[config.mk]
export PLATFORM = sky130hd
export DESIGN_NAME = vdib_match
export DESIGN_NICKNAME = d
export VERILOG_FILES = /design/src/vdib_pkg.sv /design/src/vdib_match.sv
export SDC_FILE = /design/constraint.sdc
export NUM_CORES = 2
export LEC_CHECK = 0
export BUFFER_PORTS_ARGS = -buffer_cell sky130_fd_sc_hd__buf_2
export CAP_MARGIN = 30
export CORE_AREA = 3 3 412 414
export DETAILED_ROUTE_END_ITERATION = 7
export DIE_AREA = 0 0 415 417
export SLEW_MARGIN = 20
export SYNTH_ARGS = -nofsm -noshare
export SYNTH_HDL_FRONTEND = slang
export SYNTH_SLANG_ARGS = --single-unit
[constraint.sdc]
create_clock -name vclk -period 10.2
set_input_delay 0.51 -clock vclk [all_inputs]
set_output_delay 0.51 -clock vclk [all_outputs]
set_load 0.005 [all_outputs]
[src/vdib_pkg.sv]
// Shared types and constants for the vertex dedup index builder.
// No dependencies; used by every module in src/ but vdib_table, including the checker.
package vdib_pkg;

	localparam int COMP_W = 32;
	localparam int CPV_W = 5;
	localparam int TOL_W = 31;
	localparam int IDX_W = 10;
	localparam int OUT_TDATA_W = 16;

	localparam int DEF_MAX_COMPONENTS = 16;
	localparam int DEF_TABLE_DEPTH = 1024;

	// 0.00001 in Q12.20, truncated
	localparam logic [TOL_W-1:0] TOL_RESET = 31'd10;
	localparam logic [CPV_W-1:0] CPV_RESET = 5'd8;

	typedef enum logic [0:0] {
		REG_CPV = 1'b0,
		REG_TOL = 1'b1
	} reg_idx_t;

	typedef enum logic [1:0] {
		OUT_MATCH = 2'd0,
		OUT_ADDED = 2'd1,
		OUT_FULL  = 2'd2
	} outcome_t;

	typedef enum logic [1:0] {
		ST_IDLE,
		ST_SCAN,
		ST_EMIT
	} state_t;

endpackage

[src/vdib_match.sv]
// Per-component tolerance compare of the pending vertex against one table row.
// Depends on vdib_pkg.
module vdib_match #(
	parameter int MAX_COMPONENTS = vdib_pkg::DEF_MAX_COMPONENTS
) (
	input  logic [MAX_COMPONENTS-1:0][vdib_pkg::COMP_W-1:0] pend,
	input  logic [MAX_COMPONENTS-1:0][vdib_pkg::COMP_W-1:0] row,
	input  logic [vdib_pkg::TOL_W-1:0]                      tol,
	input  logic [vdib_pkg::CPV_W-1:0]                      stride,
	output logic                                            match
);

	localparam int DW = vdib_pkg::COMP_W + 1;

	logic [MAX_COMPONENTS-1:0] lane_ok;

	always_comb begin
		logic signed [DW-1:0] diff;
		logic signed [DW-1:0] tpos;
		logic signed [DW-1:0] tneg;
		tpos = signed'({{(DW-vdib_pkg::TOL_W){1'b0}}, tol});
		tneg = -tpos;
		for (int j = 0; j < MAX_COMPONENTS; j++) begin
			// exact difference, one bit wider than the operands
			diff = signed'({pend[j][vdib_pkg::COMP_W-1], pend[j]})
				- signed'({row[j][vdib_pkg::COMP_W-1], row[j]});
			lane_ok[j] = (vdib_pkg::CPV_W'(j) >= stride) || ((diff <= tpos) && (diff >= tneg));
		end
	end

	assign match = &lane_ok;

endmodule

==> out/qor.txt <==
Port bufs: 1061
Synthesized cell area: 0.04888 mm²
Gr usage total: 0.2848
Leak: 0.03124 µW
GP Congestion: 1.020
Nets: 10330
Post-synthesis sequential area ratio: 0
FILL cells: 17890
Register Area: 0 µm²
Final min period: 8.354 ns
Largest area contributor in the netlist: ha_1
Mean area per synthesized cell: 7.377 µm²
Via count: 56800
Worst slew pin tran: 1.062 ns
Total wire length: 261.4 mm
Starting Density: 0.2933
Global-route wire length before repair: 366.7 mm
TNS Setup: 0 ns
Post-CTS Setup Bufs: 0
CP max FO: 12
Synth Net Count: 9224
Grt ovf: 0
Outcome: finished clean
Pre-CTS setup slack: 1.879 ns
Worst path cell trace: buf_2, nor4_1, nand3_1, nor4_1, nand2_1, nor4_2, nand4_1, xnor2_2, buf_4, ha_1, nand4_1, nor3_1, nor4bb_1, o32a_1, o2111ai_1, nor4bb_1, o2111ai_1, nor4_1, nand4_1, nor2_1, buf_2
Placed cell area: 0.05764 mm²
Slew Limit Fails: 0
PnR worst setup slack: 1.846 ns
PD cells: 83.90 mW/mm²
Fmax: 119.7 MHz
Vias per cell: 5.685
Die X: 415 µm
Post-Syn Instances: 6627
Maximum Capacitance Violations: 0
Max stage delay cell, worst path: nor4_1
HPWL Detailed: 220.3 mm
Clock buf count: 0
Post-route antenna net violation count: 0
Slowest Stage Delay on Critical Path: 0.72 ns
FP Rows: 150
Worst hold path cell count: 6
Initial DRT Pass Iterations: 6
Final hold vios: 0
Post-Layout Inst Area: 0.05778 mm²
Hold Crit Class: in2out
Top Ports: 1061
Area grow syn2layout: 18.20%
Final Cycle Share: 0.8190
Die ar.: 0.1731 mm²
Ys Warns: 0
Synth area leaders: ha_1 (39%), a21o_1 (7.1%), a21oi_1 (7.0%)
WP data arrival: 7.84 ns
Pin count of the biggest net entering global routing: 19
Vias in the first global route: 54880
Max IR drop VDD: 26.38 µV
Die Y: 417 µm
DR DRC count: 0
Antenna violations before repair: 70
1st-iter DRT viols: 4480
Hold WS: 1.881 ns
WL/cell: 26.17 µm
Seq cells: 0
Critical path class: in2out
Core area: 0.1667 mm²
Util after Layout: 0.3467
RSZ-0062 raised after global routing: false
Post-synth top area share: 0.3893
Layout cells sized above 1: 0.1628
Cts hold-fix bufs: 0
Crit path capture type: output pin
Slew margin rel.: 0.2882
Worst EP required: 9.69 ns
Worst Setup Start Kind: input pin
Setup violators final: 0
Post-synth cell types: 87
CTS-repair resized insts: 0
==> cell families after synthesis <==
family                   after synthesis  share of synthesized area
AO/OA/AOI/OAI                       2219                     0.2932
buffers and inverters                729                    0.05600
multiplexers                           3                  0.0006399
AND/OR/NAND/NOR                     1697                     0.1751
adder cells (fa/ha/maj)             1537                     0.3959
XOR/XNOR                             442                    0.07919
==> critical path, delay by kind of cell <==
| family | cells | cell delay, ns |
|---|---|---|
| simple gates | 13 | 4.92 |
| compound gates | 3 | 0.85 |
| buf+inv | 3 | 0.81 |
| xor+xnor | 1 | 0.49 |
| fa+ha+maj | 1 | 0.23 |
==> stage by stage <==
step,cells,power (µW)
floorplan,6627,3150
global placement,9933,4612
detailed placement,9937,4744
CTS,9937,4775
global route,9978,5361
finish,9990,4848
==> area by class of cell <==
type                       count  area (µm²)  share of cell area
antenna                       52       130.1            0.002252
inverter                     697        2616             0.04528
multi-input combinational   5898       46380              0.8027
tap                         2204        2758             0.04773
timing repair buffer        1139        5897              0.1021
==> path summary, 6_finish.rpt <==
check | start | to | slack [ns]
worst max-delay path | tol[8] | match | 1.85
worst min-delay path | stride[1] | match | 1.88
==> cell usage after synthesis, types with 41 or more instances <==
| cell type | instances |
|---|---|
| a211oi_1 | 97 |
| and3_1 | 47 |
| nand4_1 | 219 |
| o21ai_0 | 385 |
| inv_1 | 697 |
| o21bai_1 | 63 |
| xor2_1 | 108 |
| xnor2_1 | 334 |
| a21o_1 | 460 |
| a21oi_1 | 680 |
| nand3_1 | 145 |
| o21a_1 | 124 |
| o211ai_1 | 51 |
| nor2_1 | 420 |
| a31oi_1 | 45 |
| nand2b_1 | 101 |
| nor3_1 | 109 |
| nor4_1 | 41 |
| ha_1 | 1521 |
| nand2_1 | 346 |
| nor2b_1 | 131 |
==> where the power goes <==
part           total [µW]  internal (µW)  switching (µW)
Clock            0.000469       0.000469               0
Combinational        4850           1950            2900
Sequential              0              0               0
==> layer usage <==
metal / wire [µm] / part of all wire / up-vias / track usage
met5: 60 / 0.00023 / - / 0
met2: 123000 / 0.47 / 2481 / 0.4934
met3: 16040 / 0.061 / 632 / 0.03156
met4: 19470 / 0.074 / 8 / 0.1849
met1: 102800 / 0.39 / 26700 / 0.3328
li1: - / - / 26980 / -
==> layout by cell type (no fill, tap or decap), drive strengths merged, types with 10 or more instances in the layout <==
cell	count
a21boi	24
o21ai	397
nand4	219
and2	23
a221o	10
a211oi	97
a2111oi	27
xnor2	334
a31o	13
nand2b	101
ha	1521
o21bai	63
nor4	43
or2	14
fa	16
and4	30
and3	47
o211ai	51
or4	11
a221oi	21
nand3	145
or3	25
buf	1138
o31ai	31
o31a	29
inv	697
diode	52
a31oi	45
nor2b	131
nor2	420
a211o	14
a21oi	681
o2111ai	24
xor2	108
o21a	124
nor3	109
nand2	346
a21o	462
Power figures use the tool's default switching activity.
