**config.mk**
```make
export PLATFORM = sky130hd
export DESIGN_NAME = vdib_ctrl
export DESIGN_NICKNAME = d
export VERILOG_FILES = /design/src/vdib_pkg.sv /design/src/vdib_ctrl.sv
export SDC_FILE = /design/constraint.sdc
export NUM_CORES = 1
export LEC_CHECK = 0
export BUFFER_PORTS_ARGS = -buffer_cell sky130_fd_sc_hd__buf_2
export CORE_AREA = 2 2 460 462
export CTS_CLUSTER_DIAMETER = 150
export DETAILED_ROUTE_END_ITERATION = 8
export DIE_AREA = 0 0 462 464
export PLACE_DENSITY = 0.4
export RECOVER_POWER = 50
export SYNTH_ARGS = -nofsm -noshare
export SYNTH_HDL_FRONTEND = slang
export SYNTH_SLANG_ARGS = --single-unit
export TNS_END_PERCENT = 30
```
**constraint.sdc**
```tcl
create_clock -name clk -period 3.6 [get_ports clk]
set_input_delay 0.54 -clock clk [delete_from_list [all_inputs] [get_ports clk]]
set_output_delay 0.54 -clock clk [all_outputs]
set_load 0.02 [all_outputs]
```
**src/vdib_pkg.sv**
```systemverilog
// Shared types and constants for the vertex dedup index builder.
// No dependencies; used by every module in src/ but vdib_table, including the checker.
package vdib_pkg;

	localparam int COMP_W = 32;
	localparam int CPV_W = 5;
	localparam int TOL_W = 31;
	localparam int IDX_W = 10;
	localparam int OUT_TDATA_W = 16;

	localparam int DEF_MAX_COMPONENTS = 16;
	localparam int DEF_TABLE_DEPTH = 1024;

	// 0.00001 in Q12.20, truncated
	localparam logic [TOL_W-1:0] TOL_RESET = 31'd10;
	localparam logic [CPV_W-1:0] CPV_RESET = 5'd8;

	typedef enum logic [0:0] {
		REG_CPV = 1'b0,
		REG_TOL = 1'b1
	} reg_idx_t;

	typedef enum logic [1:0] {
		OUT_MATCH = 2'd0,
		OUT_ADDED = 2'd1,
		OUT_FULL  = 2'd2
	} outcome_t;

	typedef enum logic [1:0] {
		ST_IDLE,
		ST_SCAN,
		ST_EMIT
	} state_t;

endpackage

```
**src/vdib_ctrl.sv**
```systemverilog
// Sequencer: config registers, pending vertex, table scan, append and result register.
// Depends on vdib_pkg; drives vdib_table and consumes the vdib_match result.
module vdib_ctrl #(
	parameter int MAX_COMPONENTS = vdib_pkg::DEF_MAX_COMPONENTS,
	parameter int TABLE_DEPTH = vdib_pkg::DEF_TABLE_DEPTH
) (
	input  logic                                            clk,
	input  logic                                            arst_n,
	input  logic                                            cfg_valid,
	output logic                                            cfg_ready,
	input  logic [0:0]                                      cfg_index,
	input  logic [vdib_pkg::TOL_W-1:0]                      cfg_data,
	input  logic                                            s_tvalid,
	output logic                                            s_tready,
	input  logic [vdib_pkg::COMP_W-1:0]                     comp_in,
	input  logic                                            new_mesh,
	output logic                                            m_tvalid,
	input  logic                                            m_tready,
	output logic [vdib_pkg::IDX_W-1:0]                      vertex_index,
	output vdib_pkg::outcome_t                              outcome,
	output logic [MAX_COMPONENTS-1:0][vdib_pkg::COMP_W-1:0] pend,
	output logic [vdib_pkg::TOL_W-1:0]                      tol,
	output logic [vdib_pkg::CPV_W-1:0]                      stride,
	input  logic                                            match,
	output logic                                            tbl_wr_en,
	output logic [$clog2(TABLE_DEPTH)-1:0]                  tbl_wr_addr,
	output logic [MAX_COMPONENTS-1:0][vdib_pkg::COMP_W-1:0] tbl_wr_data,
	output logic                                            tbl_rd_en,
	output logic [$clog2(TABLE_DEPTH)-1:0]                  tbl_rd_addr
);

	localparam int CW = $clog2(TABLE_DEPTH + 1);
	localparam int AW = $clog2(TABLE_DEPTH);
	localparam int PW = vdib_pkg::CPV_W;

	vdib_pkg::state_t state_q, state_d;

	logic [PW-1:0]                  cpv_q;
	logic [vdib_pkg::TOL_W-1:0]     tol_q;
	logic [MAX_COMPONENTS-1:0][vdib_pkg::COMP_W-1:0] pend_q;
	logic [PW-1:0]                  pcnt_q;
	logic [CW-1:0]                  ucnt_q;
	logic [CW-1:0]                  iss_q;
	logic [CW-1:0]                  chk_q;
	logic                           rd_vld_s1;
	logic [vdib_pkg::IDX_W-1:0]     res_idx_q;
	vdib_pkg::outcome_t             res_out_q;
	logic                           m_valid_q;
	logic [vdib_pkg::IDX_W-1:0]     m_idx_q;
	vdib_pkg::outcome_t             m_out_q;

	logic          accept;
	logic [PW-1:0] base_cnt;
	logic [PW-1:0] next_cnt;
	logic          vtx_done;
	logic          issue;
	logic          hit;
	logic          miss_all;
	logic          decide;
	logic          full;
	logic          append;
	logic          out_free;
	logic          load_out;

	// effective stride: 0 acts as 1, clamp at the lane count
	always_comb begin
		if (cpv_q == '0) begin
			stride = PW'(1);
		end else if (cpv_q > PW'(MAX_COMPONENTS)) begin
			stride = PW'(MAX_COMPONENTS);
		end else begin
			stride = cpv_q;
		end
	end

	assign cfg_ready = 1'b1;
	assign accept = s_tvalid && s_tready;
	assign base_cnt = new_mesh ? '0 : pcnt_q;
	assign next_cnt = base_cnt + PW'(1);
	assign vtx_done = next_cnt >= stride;

	assign hit = (state_q == vdib_pkg::ST_SCAN) && rd_vld_s1 && match;
	assign miss_all = (state_q == vdib_pkg::ST_SCAN) && !rd_vld_s1 && (chk_q == ucnt_q);
	assign decide = hit || miss_all;
	assign full = ucnt_q >= CW'(TABLE_DEPTH);
	assign append = miss_all && !full;
	assign out_free = !m_valid_q || m_tready;

	// next state
	always_comb begin
		state_d = state_q;
		case (state_q)
			vdib_pkg::ST_IDLE: begin
				if (accept && vtx_done) begin
					state_d = vdib_pkg::ST_SCAN;
				end
			end
			vdib_pkg::ST_SCAN: begin
				if (decide) begin
					state_d = vdib_pkg::ST_EMIT;
				end
			end
			vdib_pkg::ST_EMIT: begin
				if (out_free) begin
					state_d = vdib_pkg::ST_IDLE;
				end
			end
			default: state_d = vdib_pkg::ST_IDLE;
		endcase
	end

	// state outputs
	always_comb begin
		s_tready = 1'b0;
		issue = 1'b0;
		load_out = 1'b0;
		case (state_q)
			vdib_pkg::ST_IDLE: s_tready = 1'b1;
			vdib_pkg::ST_SCAN: issue = (iss_q < ucnt_q) && !decide;
			vdib_pkg::ST_EMIT: load_out = out_free;
			default: s_tready = 1'b0;
		endcase
	end

	always_ff @(posedge clk or negedge arst_n) begin
		if (!arst_n) begin
			state_q <= vdib_pkg::ST_IDLE;
			cpv_q <= vdib_pkg::CPV_RESET;
			tol_q <= vdib_pkg::TOL_RESET;
			pcnt_q <= '0;
			ucnt_q <= '0;
			iss_q <= '0;
			chk_q <= '0;
			rd_vld_s1 <= 1'b0;
			m_valid_q <= 1'b0;
		end else begin
			state_q <= state_d;
			rd_vld_s1 <= issue;
			if (cfg_valid && cfg_ready) begin
				if (cfg_index == vdib_pkg::REG_CPV) begin
					cpv_q <= cfg_data[PW-1:0];
				end else begin
					tol_q <= cfg_data;
				end
			end
			if (accept) begin
				pcnt_q <= vtx_done ? '0 : next_cnt;
				iss_q <= '0;
				chk_q <= '0;
			end else if (state_q == vdib_pkg::ST_SCAN) begin
				if (issue) begin
					iss_q <= iss_q + CW'(1);
				end
				if (rd_vld_s1 && !match) begin
					chk_q <= chk_q + CW'(1);
				end
			end
			if (accept && new_mesh) begin
				ucnt_q <= '0;
			end else if (append) begin
				ucnt_q <= ucnt_q + CW'(1);
			end
			if (load_out) begin
				m_valid_q <= 1'b1;
			end else if (m_tready) begin
				m_valid_q <= 1'b0;
			end
		end
	end

	// payload registers
	always_ff @(posedge clk) begin
		if (accept) begin
			for (int j = 0; j < MAX_COMPONENTS; j++) begin
				if (base_cnt == PW'(j)) begin
					pend_q[j] <= comp_in;
				end
			end
		end
		if (decide) begin
			if (hit) begin
				res_idx_q <= vdib_pkg::IDX_W'(chk_q);
				res_out_q <= vdib_pkg::OUT_MATCH;
			end else if (full) begin
				res_idx_q <= '0;
				res_out_q <= vdib_pkg::OUT_FULL;
			end else begin
				res_idx_q <= vdib_pkg::IDX_W'(ucnt_q);
				res_out_q <= vdib_pkg::OUT_ADDED;
			end
		end
		if (load_out) begin
			m_idx_q <= res_idx_q;
			m_out_q <= res_out_q;
		end
	end

	// appended row keeps only the active components, the rest read back as zero
	always_comb begin
		for (int j = 0; j < MAX_COMPONENTS; j++) begin
			tbl_wr_data[j] = (PW'(j) < stride) ? pend_q[j] : '0;
		end
	end

	// a row is written at ucnt_q; reads in flight only touch rows below it
	assign tbl_wr_en = append;
	assign tbl_wr_addr = ucnt_q[AW-1:0];
	assign tbl_rd_en = issue;
	assign tbl_rd_addr = iss_q[AW-1:0];

	assign pend = pend_q;
	assign tol = tol_q;
	assign m_tvalid = m_valid_q;
	assign vertex_index = m_idx_q;
	assign outcome = m_out_q;

endmodule

```
==> flow_metrics.tcl, run 1 <==
set metrics [dict create \
    place.detailed.hpwl_um 151000 \
    tns_ns 0 \
    viasPerCell 3.47 \
    final_cell_mix "buf_2 (633), clkbuf_1 (539), edfxtp_1 (536), nor2b_1 (356), and2_1 (130)" \
    period_share_pct 95.2 \
    worstSetupEndpointType "output port" \
    drc 0 \
    async_flop_share_pct 12.7 \
    worst_pin_slew_ns 2.10 \
    grt_pass1_vias 18900 \
    leakage_uw 0.0132 \
    final_common_cell "buf_2" \
    insertion_delay_ns 0.68 \
    final-setup-viol-count 0 \
    io_pins 1168 \
    max-clock-path-buffers 3 \
    min_to "tol[10]$_DFFE_PN0P_" \
    final_hold_viol_count 0 \
    switchingPower_uw 7530 \
    nNetsFinal 2877 \
    layoutNonFillerInstCount 5682 \
    syn_area_per_cell_um2 15.3 \
    start_kind "flop" \
    maxCapViolations 18 \
    numCtsBuffers 82 \
    sw_frac_of_total_pct 34.4 \
    drtIter0Drc 1861 \
    area_growth_pct 50.5 \
    gp_congestion 0.935 \
    power_frac_clock_pct 39.6 \
    num_vias 19700 \
    drtAntennaViolNets 0 \
    path_clk_slew_ns 0.06 \
    synth_cell_types 57 \
    core_um2 209000 \
    die_w_um 462 \
    slew_violations 341 \
    hold_path_class "in -> reg" \
    die_area_um2 214000 \
    wl_per_cell_um 33.6 \
    netlist_area_um2 24100 \
    grt-ovfl-total 0 \
    status "complete, but fails checks" \
    powerDensity_nw_per_um2 604 \
    grt_max_degree 35 \
    cts_max_level 3 \
    violations "capacitance limit, slew limit" \
    wirelength_um 191000 \
    grt_pass1_wl_um 232000 \
    drt_pass1_iterations 6 \
    grt_usage_pct 17.1 \
    crit_path_max_fanout 32 \
    crit_path_top_delay_cell "dfstp_4" \
    reg2reg_slack_ns 0.81 \
    cts_tree "yes" \
    clock_skew_ns 0.0262 \
    crit_type "reg -> out" \
    ys.flop_type "edfxtp_1" \
    portBuffers 1166 \
    cp.arrival_ns 2.89 \
    p_comb_share_pct 21.7 \
    synth_edf_count 536 \
    drive_above_1_share_pct 31.7 \
    rows 168 \
    slew_headroom_pct -39.7 \
    ir_drop_mv 0.328 \
    yosysWarnings 0 \
    cp_cell_sequence "or2_4, or2_4, and2_1, buf_12" \
    r2r.worst_path.cells 7 \
    fillers 23300 \
    max_stage_delay_ns 0.75 \
    seq_power_share_pct 38.8 \
    synth_fp_nets 1672 \
    clockRootBuffer "clkbuf_16" \
    fin_hold_ws_ns 0.0944 \
    r2r-end "pend[330]$_DFFE_PP_" \
    crit_top_cell "or2_4" \
    p_int_uw 14400 \
    rsz0062_at_grt "no" \
    start_util_pct 11.5 \
    regToRegStartpoint "state_q[1]$_DFFE_PN0P_" \
    antenna_found_initial 64 \
    die_height_um 464 \
    ys_ff_latch 614 \
    cts_sinks 614 \
    dp.cells 5477 \
    final.min_clock_period_ns 3.43 \
    synth-seq-area-share_pct 74.9 \
    fmax_mhz 292 \
    min_from "cfg_data[10]" \
    syn_inst 1577 \
    crit_required_ns 3.06 \
    whs_path_depth 2 \
]
==> cells by family after synthesis <==
group,synth area share [%]
XOR/XNOR,1.12
AND/OR/NAND/NOR,16.3
other,0.0156
adder cells (fa/ha/maj),1.25
multiplexers,1.68
buffers and inverters,2.83
AO/OA/AOI/OAI,1.88
flip-flops,74.9
==> metrics by stage <==
step	utilization [%]	worst slack (ns)	instance area (um^2)	total power, uW
after detailed placement	16.2	0.490	33800	13500
after global routing	17.3	0.0201	36200	22700
after global placement	16.2	0.512	33800	13500
after CTS	17.6	0.0136	36800	22300
final	17.3	0.173	36300	21900
after floorplan	-	0.385	24100	10700
==> synth_stat cells (14+ instances only) <==
cell type | n | area (um^2)
a21oi_1 | 20 | 100
and2_1 | 135 | 845
buf_4 | 22 | 165
clkbuf_1 | 92 | 345
dfrtp_1 | 75 | 1880
edfxtp_1 | 536 | 16100
ha_1 | 24 | 300
inv_1 | 22 | 82.6
mux2_2 | 35 | 394
nand2_1 | 48 | 180
nand4_1 | 14 | 87.6
nor2_1 | 46 | 173
nor2b_1 | 356 | 2230
xnor2_1 | 22 | 193
==> registers in the layout, indices dropped and copies added, names as in the netlist, 10 cells and up <==
register      flops
chk_q            11
vertex_index     10
tol              31
pend            512
res_idx_q        10
ucnt_q           11
iss_q            11
==> power groups by stage <==
stage               registers, uW  logic (uW)  clock network, uW
global placement             8610        4870                  0
global route                 8530        5020               9190
finish                       8490        4740               8660
floorplan                    8760        1970                  0
CTS                          8480        4910               8940
detailed placement           8610        4870                  0
==> critical path, delay by kind of cell (launching register included) <==
family,cells,cell delay (ns)
simple gates,3,1.27
buf+inv,1,0.13
flops,1,0.75
==> worst max-delay path by stage <==
stage / from / endpoint / slack (ns) / cells past startpoint
after floorplan: state_q[1]$_DFFE_PN0P_ / pend[160]$_DFFE_PP_ / 0.38 / 5
after global placement: new_mesh / pcnt_q[1]$_DFFE_PN0P_ / 0.51 / 13
after detailed placement: new_mesh / pcnt_q[1]$_DFFE_PN0P_ / 0.49 / 13
after CTS: rd_vld_s1$_DFF_PN0_ / tbl_rd_en / 0.01 / 6
after global routing: cpv_q[4]$_DFFE_PN0P_ / tbl_wr_data[58] / 0.02 / 7
final: cpv_q[3]$_DFFE_PN1P_ / tbl_wr_data[132] / 0.17 / 4
==> final cells by class <==
cell class | instances | area [um^2] | share of cell area [%]
well taps | 2805 | 3510 | 9.68
clock inverters | 55 | 631 | 1.74
repair buffers | 1244 | 6140 | 16.9
multi-input cells | 817 | 5600 | 15.4
inverters | 23 | 86.3 | 0.238
clock buffers | 96 | 2160 | 5.95
diodes | 28 | 70.1 | 0.193
flip-flops and latches | 614 | 18100 | 49.8
==> layer usage <==
layer	track usage [%]	wire, um	vias to the layer above
li1	-	-	7940
met1	19.4	72500	10200
met2	27.2	86100	1356
met3	8.17	23000	234
met4	7.16	9280	6
met5	0.271	105	-
==> timing repair <==
action	CTS	global route
gates cloned	0	1
endpoints found under the setup margin	61	1
pin swaps	0	1
setup buffers	0	1
hold buffers	24	0
endpoints found under the hold margin	55	0
resized for setup	4	1
Note: power is estimated with default switching activity, not from simulation.
==> inputs of run 2 (changes only) <==
BUFFER_PORTS_ARGS = default   (was -buffer_cell sky130_fd_sc_hd__buf_2)
DONT_BUFFER_PORTS = 1   (was default)
PLACE_DENSITY = 0.35   (was 0.4)
==> run 2 against run 1 <==
Non-clock buffer count fell by 1029. The flow still finishes with violations (capacitance limit, slew limit). Clock skew grew 0.0072 ns. Sequential power grew 6.4%.
==> flow_metrics.tcl, run 2 (synthesis gave the netlist of run 1 again) <==
set metrics [dict create \
    p_int_uw 13900 \
    ir_drop_mv 0.343 \
    die_w_um 462 \
    start_kind "flop" \
    fillers 23100 \
    clockRootBuffer "clkbuf_16" \
    worst_pin_slew_ns 2.23 \
    fmax_mhz 283 \
    wirelength_um 178000 \
    crit_type "reg -> out" \
    seq_power_share_pct 42.7 \
    sw_frac_of_total_pct 34.4 \
    viasPerCell 3.35 \
    leakage_uw 0.0103 \
    layoutNonFillerInstCount 4642 \
    crit_required_ns 3.06 \
    crit_path_top_delay_cell "nor2b_1" \
    cts_tree "yes" \
    grt_max_degree 79 \
    wl_per_cell_um 38.3 \
    switchingPower_uw 7290 \
    min_from "cfg_index" \
    powerDensity_nw_per_um2 662 \
    clock_skew_ns 0.0334 \
    grt_usage_pct 15.9 \
    cts_sinks 614 \
    drtAntennaViolNets 0 \
    maxCapViolations 10 \
    numCtsBuffers 84 \
    rsz0062_at_grt "yes" \
    final_common_cell "edfxtp_1" \
    path_buf_inv 2 \
    antenna_found_initial 51 \
    place.detailed.hpwl_um 137000 \
    hold_path_class "in -> reg" \
    gp_congestion 0.834 \
    largest_reg_flops 512 \
    area_growth_pct 32.7 \
    drc 0 \
    path_clk_slew_ns 0.05 \
    violations "capacitance limit, slew limit" \
    portBuffers 0 \
    max-clock-path-buffers 3 \
    final_cell_mix "edfxtp_1 (536), nor2b_1 (341), buf_4 (133), and2_1 (131), clkbuf_16 (86)" \
    cp_cell_sequence "or2_4, buf_4, a31oi_4, buf_12, nor2b_1" \
    path_delay_family "simple AND/OR/NAND/NOR gates" \
    slew_headroom_pct -48.3 \
    grt_pass1_wl_um 212000 \
    drtIter0Drc 1424 \
    cts_max_level 3 \
    num_vias 15500 \
    final_hold_viol_count 0 \
    start_util_pct 11.5 \
    grt-ovfl-total 0 \
    drt_pass1_iterations 5 \
    final-setup-viol-count 0 \
    io_pins 1168 \
    max_stage_delay_ns 0.67 \
    cp.arrival_ns 2.99 \
    slew_violations 234 \
    period_share_pct 98.1 \
    finalPower_uw 21200 \
    die_area_um2 214000 \
    grt_pass1_vias 15300 \
    crit_path_max_fanout 32 \
    fin_hold_ws_ns 0.214 \
    regToRegStartpoint "ucnt_q[2]$_DFFE_PN0P_" \
    worstSetupEndpointType "output port" \
    insertion_delay_ns 0.72 \
    drive_above_1_share_pct 20.7 \
    dp_slack_ns 0.468 \
    power_frac_clock_pct 40.6 \
    crit_start "cpv_q[4]$_DFFE_PN0P_" \
    p_comb_share_pct 16.7 \
    fin_ws_ns 0.0667 \
    core_um2 209000 \
    status "complete, but fails checks" \
    final.min_clock_period_ns 3.53 \
    nNetsFinal 1849 \
    rows 168 \
    dp.cells 4403 \
    die_height_um 464 \
]
## run 2: per-stage QoR
step                cell area (um^2)  TNS [ns]  util (%)
floorplan                      24100         0         -
global placement               28400         0      13.6
detailed placement             28400         0      13.6
CTS                            32100    -0.554      15.4
global route                   31900   -0.0432      15.3
finish                         32000         0      15.3
## run 2: area by class of cell
class / instances / area, um^2 / area share [%]
inverters: 23 / 86.3 / 0.270
clock buffers: 97 / 2190 / 6.86
multi-input cells: 816 / 5650 / 17.7
repair buffers: 215 / 1830 / 5.74
well taps: 2805 / 3510 / 11.0
clock inverters: 57 / 589 / 1.84
flip-flops and latches: 614 / 18100 / 56.5
diodes: 15 / 37.5 / 0.117
## run 2: layer usage
metal  wire [um]  share of wire, %  global-route usage [%]
met5           8            0.0045                       0
met4        5160               2.9                    5.05
met3       25200                14                    9.64
met2       85800                48                    26.7
met1       61600                35                    16.3
## run 2: worst paths after layout
kind	end	slack [ns]	cells after the start
worst max-delay path	tbl_wr_data[204]	0.07	5
min in group asynchronous	tol[13]$_DFFE_PN0P_	1.18	2
worst max register to register	res_idx_q[0]$_DFFE_PP_	0.79	4
worst min register to register	outcome[0]$_DFFE_PP_	0.42	0
max in group asynchronous	cpv_q[4]$_DFFE_PN0P_	0.85	2
worst min-delay path	cpv_q[4]$_DFFE_PN0P_	0.21	2
## run 2: power groups by stage
stage	Sequential, uW	Combinational (uW)	Clock, uW
final	9030	3530	8600
after global routing	9070	3770	9190
after CTS	9030	3650	8970
after detailed placement	9170	3320	0
after global placement	9180	3330	0
after floorplan	8760	1970	0
## run 2: what timing repair did
| action | 4_1_cts | 5_1_grt |
|---|---|---|
| setup endpoints to repair | 104 | 18 |
| setup buffers | 0 | 4 |
| pin swaps | 2 | 2 |
| resized for setup | 25 | 4 |
| endpoints found under the hold margin | 627 | 0 |
| hold buffers | 66 | 0 |
==> inputs of run 3 (changes only) <==
CORE_AREA = 2 2 452 454   (was 2 2 460 462)
DIE_AREA = 0 0 454 456   (was 0 0 462 464)
==> run 3 against run 2 <==
The run still ends with capacitance limit, slew limit left. Count of clock-buffer cells in the layout shrank 14. Clock skew grew 0.0058 ns. Setup slack improved by 0.095 ns. Sequential share of layout area down 0.29 points. First-iteration DRC count fell by 8.8%. Die area fell by 3.4%. Critical path depth increased by 1. Wire length fell by 9.2%. Utilization up 0.65 points. Critical path type unchanged. Largest cell class unchanged. Largest power group unchanged.
==> flow_metrics.tcl, run 3 (synthesis gave the netlist of run 1 again) <==
set metrics [dict create \
    die_height_um 456 \
    die_w_um 454 \
    worst_pin_slew_ns 2.20 \
    drtAntennaViolNets 0 \
    place.detailed.hpwl_um 124000 \
    rows 165 \
    crit_top_cell "buf_4" \
    crit_required_ns 3.06 \
    final_core_util_pct 15.9 \
    io_pins 1168 \
    wirelength_um 161000 \
    fmax_mhz 291 \
    final_cell_mix "edfxtp_1 (536), nor2b_1 (352), buf_4 (187), and2_1 (130), clkbuf_16 (80)" \
    slew_headroom_pct -46.4 \
    slew_violations 337 \
    final_common_cell "edfxtp_1" \
    grt_pass1_vias 15100 \
    die_area_um2 207000 \
    clock_skew_ns 0.0392 \
    numCtsBuffers 78 \
    final_hold_viol_count 0 \
    drive_above_1_share_pct 22.8 \
    antenna_found_initial 45 \
    num_vias 15300 \
    leakage_uw 0.0105 \
    core_um2 202000 \
    rsz0062_at_grt "no" \
    crit_path_top_delay_cell "buf_4" \
    drc 0 \
    max-clock-path-buffers 3 \
    clockRootBuffer "clkbuf_16" \
    reg2reg_slack_ns 0.86 \
    final-setup-viol-count 0 \
    start_kind "flop" \
    fin_hold_ws_ns 0.259 \
    powerDensity_nw_per_um2 650 \
    worstSetupEndpointType "output port" \
    drtIter0Drc 1299 \
    drt_pass1_iterations 7 \
    grt-ovfl-total 0 \
    grt_max_degree 79 \
    gp_congestion 0.822 \
    cts_sinks 614 \
    place_area_um2 28700 \
    area_growth_pct 33.4 \
    cp_cell_sequence "or2_4, buf_4, nor2_4, buf_4, nor2b_1, buf_4" \
    hold_path_class "in -> reg" \
    path_clk_slew_ns 0.06 \
    viasPerCell 3.36 \
    stdcell_area_um2 32100 \
    cp.arrival_ns 2.90 \
    largest_reg_flops 512 \
    insertion_delay_ns 0.70 \
    crit_type "reg -> out" \
    portBuffers 0 \
    start_util_pct 11.9 \
    grt_pass1_wl_um 195000 \
    ir_drop_mv 0.360 \
    final.min_clock_period_ns 3.44 \
    cts_max_level 3 \
    wl_per_cell_um 35.4 \
    grt_usage_pct 14.9 \
    max_stage_delay_ns 0.71 \
    cts_tree "yes" \
    status "complete, but fails checks" \
    violations "capacitance limit, slew limit" \
    period_share_pct 95.5 \
    maxCapViolations 15 \
    nNetsFinal 1897 \
    crit_path_max_fanout 34 \
]
[run 3: metrics by stage]
stage	total power [uW]	setup TNS (ns)	instances	worst slack [ns]
finish	20900	0	4560	0.162
global route	21700	0	4544	0.0187
CTS	21400	-0.00194	4538	-0.00194
detailed placement	12400	0	4321	0.560
global placement	12400	0	4321	0.654
floorplan	10700	0	1577	0.385
[run 3: metal layers]
metal	global-route usage, %	vias up	routed length, um
met5	0.117	-	83
met4	4.36	8	4210
met3	6.41	188	16800
met2	26.5	914	82200
met1	15.9	8216	58200
li1	-	5977	-
[run 3: final timing paths]
kind | from | end | cells past startpoint
max | cpv_q[4]$_DFFE_PN0P_ | tbl_wr_data[125] | 6
min | cfg_index | cpv_q[4]$_DFFE_PN0P_ | 2
max reg2reg | ucnt_q[5]$_DFFE_PN0P_ | iss_q[10]$_DFFE_PN0P_ | 8
min reg2reg | res_idx_q[0]$_DFFE_PP_ | vertex_index[0]$_DFFE_PP_ | 0
max in group asynchronous | arst_n | cpv_q[4]$_DFFE_PN0P_ | 2
min in group asynchronous | arst_n | ucnt_q[3]$_DFFE_PN0P_ | 2
[run 3: cell type report]
class | instances | area (um^2)
clock buffer | 83 | 2010
multi-input combinational | 817 | 5610
sequential | 614 | 18100
clock inverter | 62 | 722
fill | 22100 | 170000
timing repair buffer | 268 | 2230
antenna | 21 | 52.6
inverter | 23 | 90.1
tap | 2672 | 3340
[run 3: what timing repair did]
action | CTS | global route
hold buffers | 67 | 0
endpoints found under the hold margin | 629 | 0
gates resized for setup | 3 | 7
pin swaps | 3 | 1
setup endpoints to repair | 60 | 8
gates cloned | 0 | 1
setup buffers | 5 | 0
[run 3: critical path: cells and delay by family (launching register included)]
family                 cells  cell delay (ns)
DFF                        1             0.55
buffers and inverters      3             1.07
and+or+nand+nor            3             0.53
[run 3: report_power, final]
group,switching (uW),internal [uW]
logic,2660,787
registers,825,8190
clock network,3520,4920
total,7000,13900
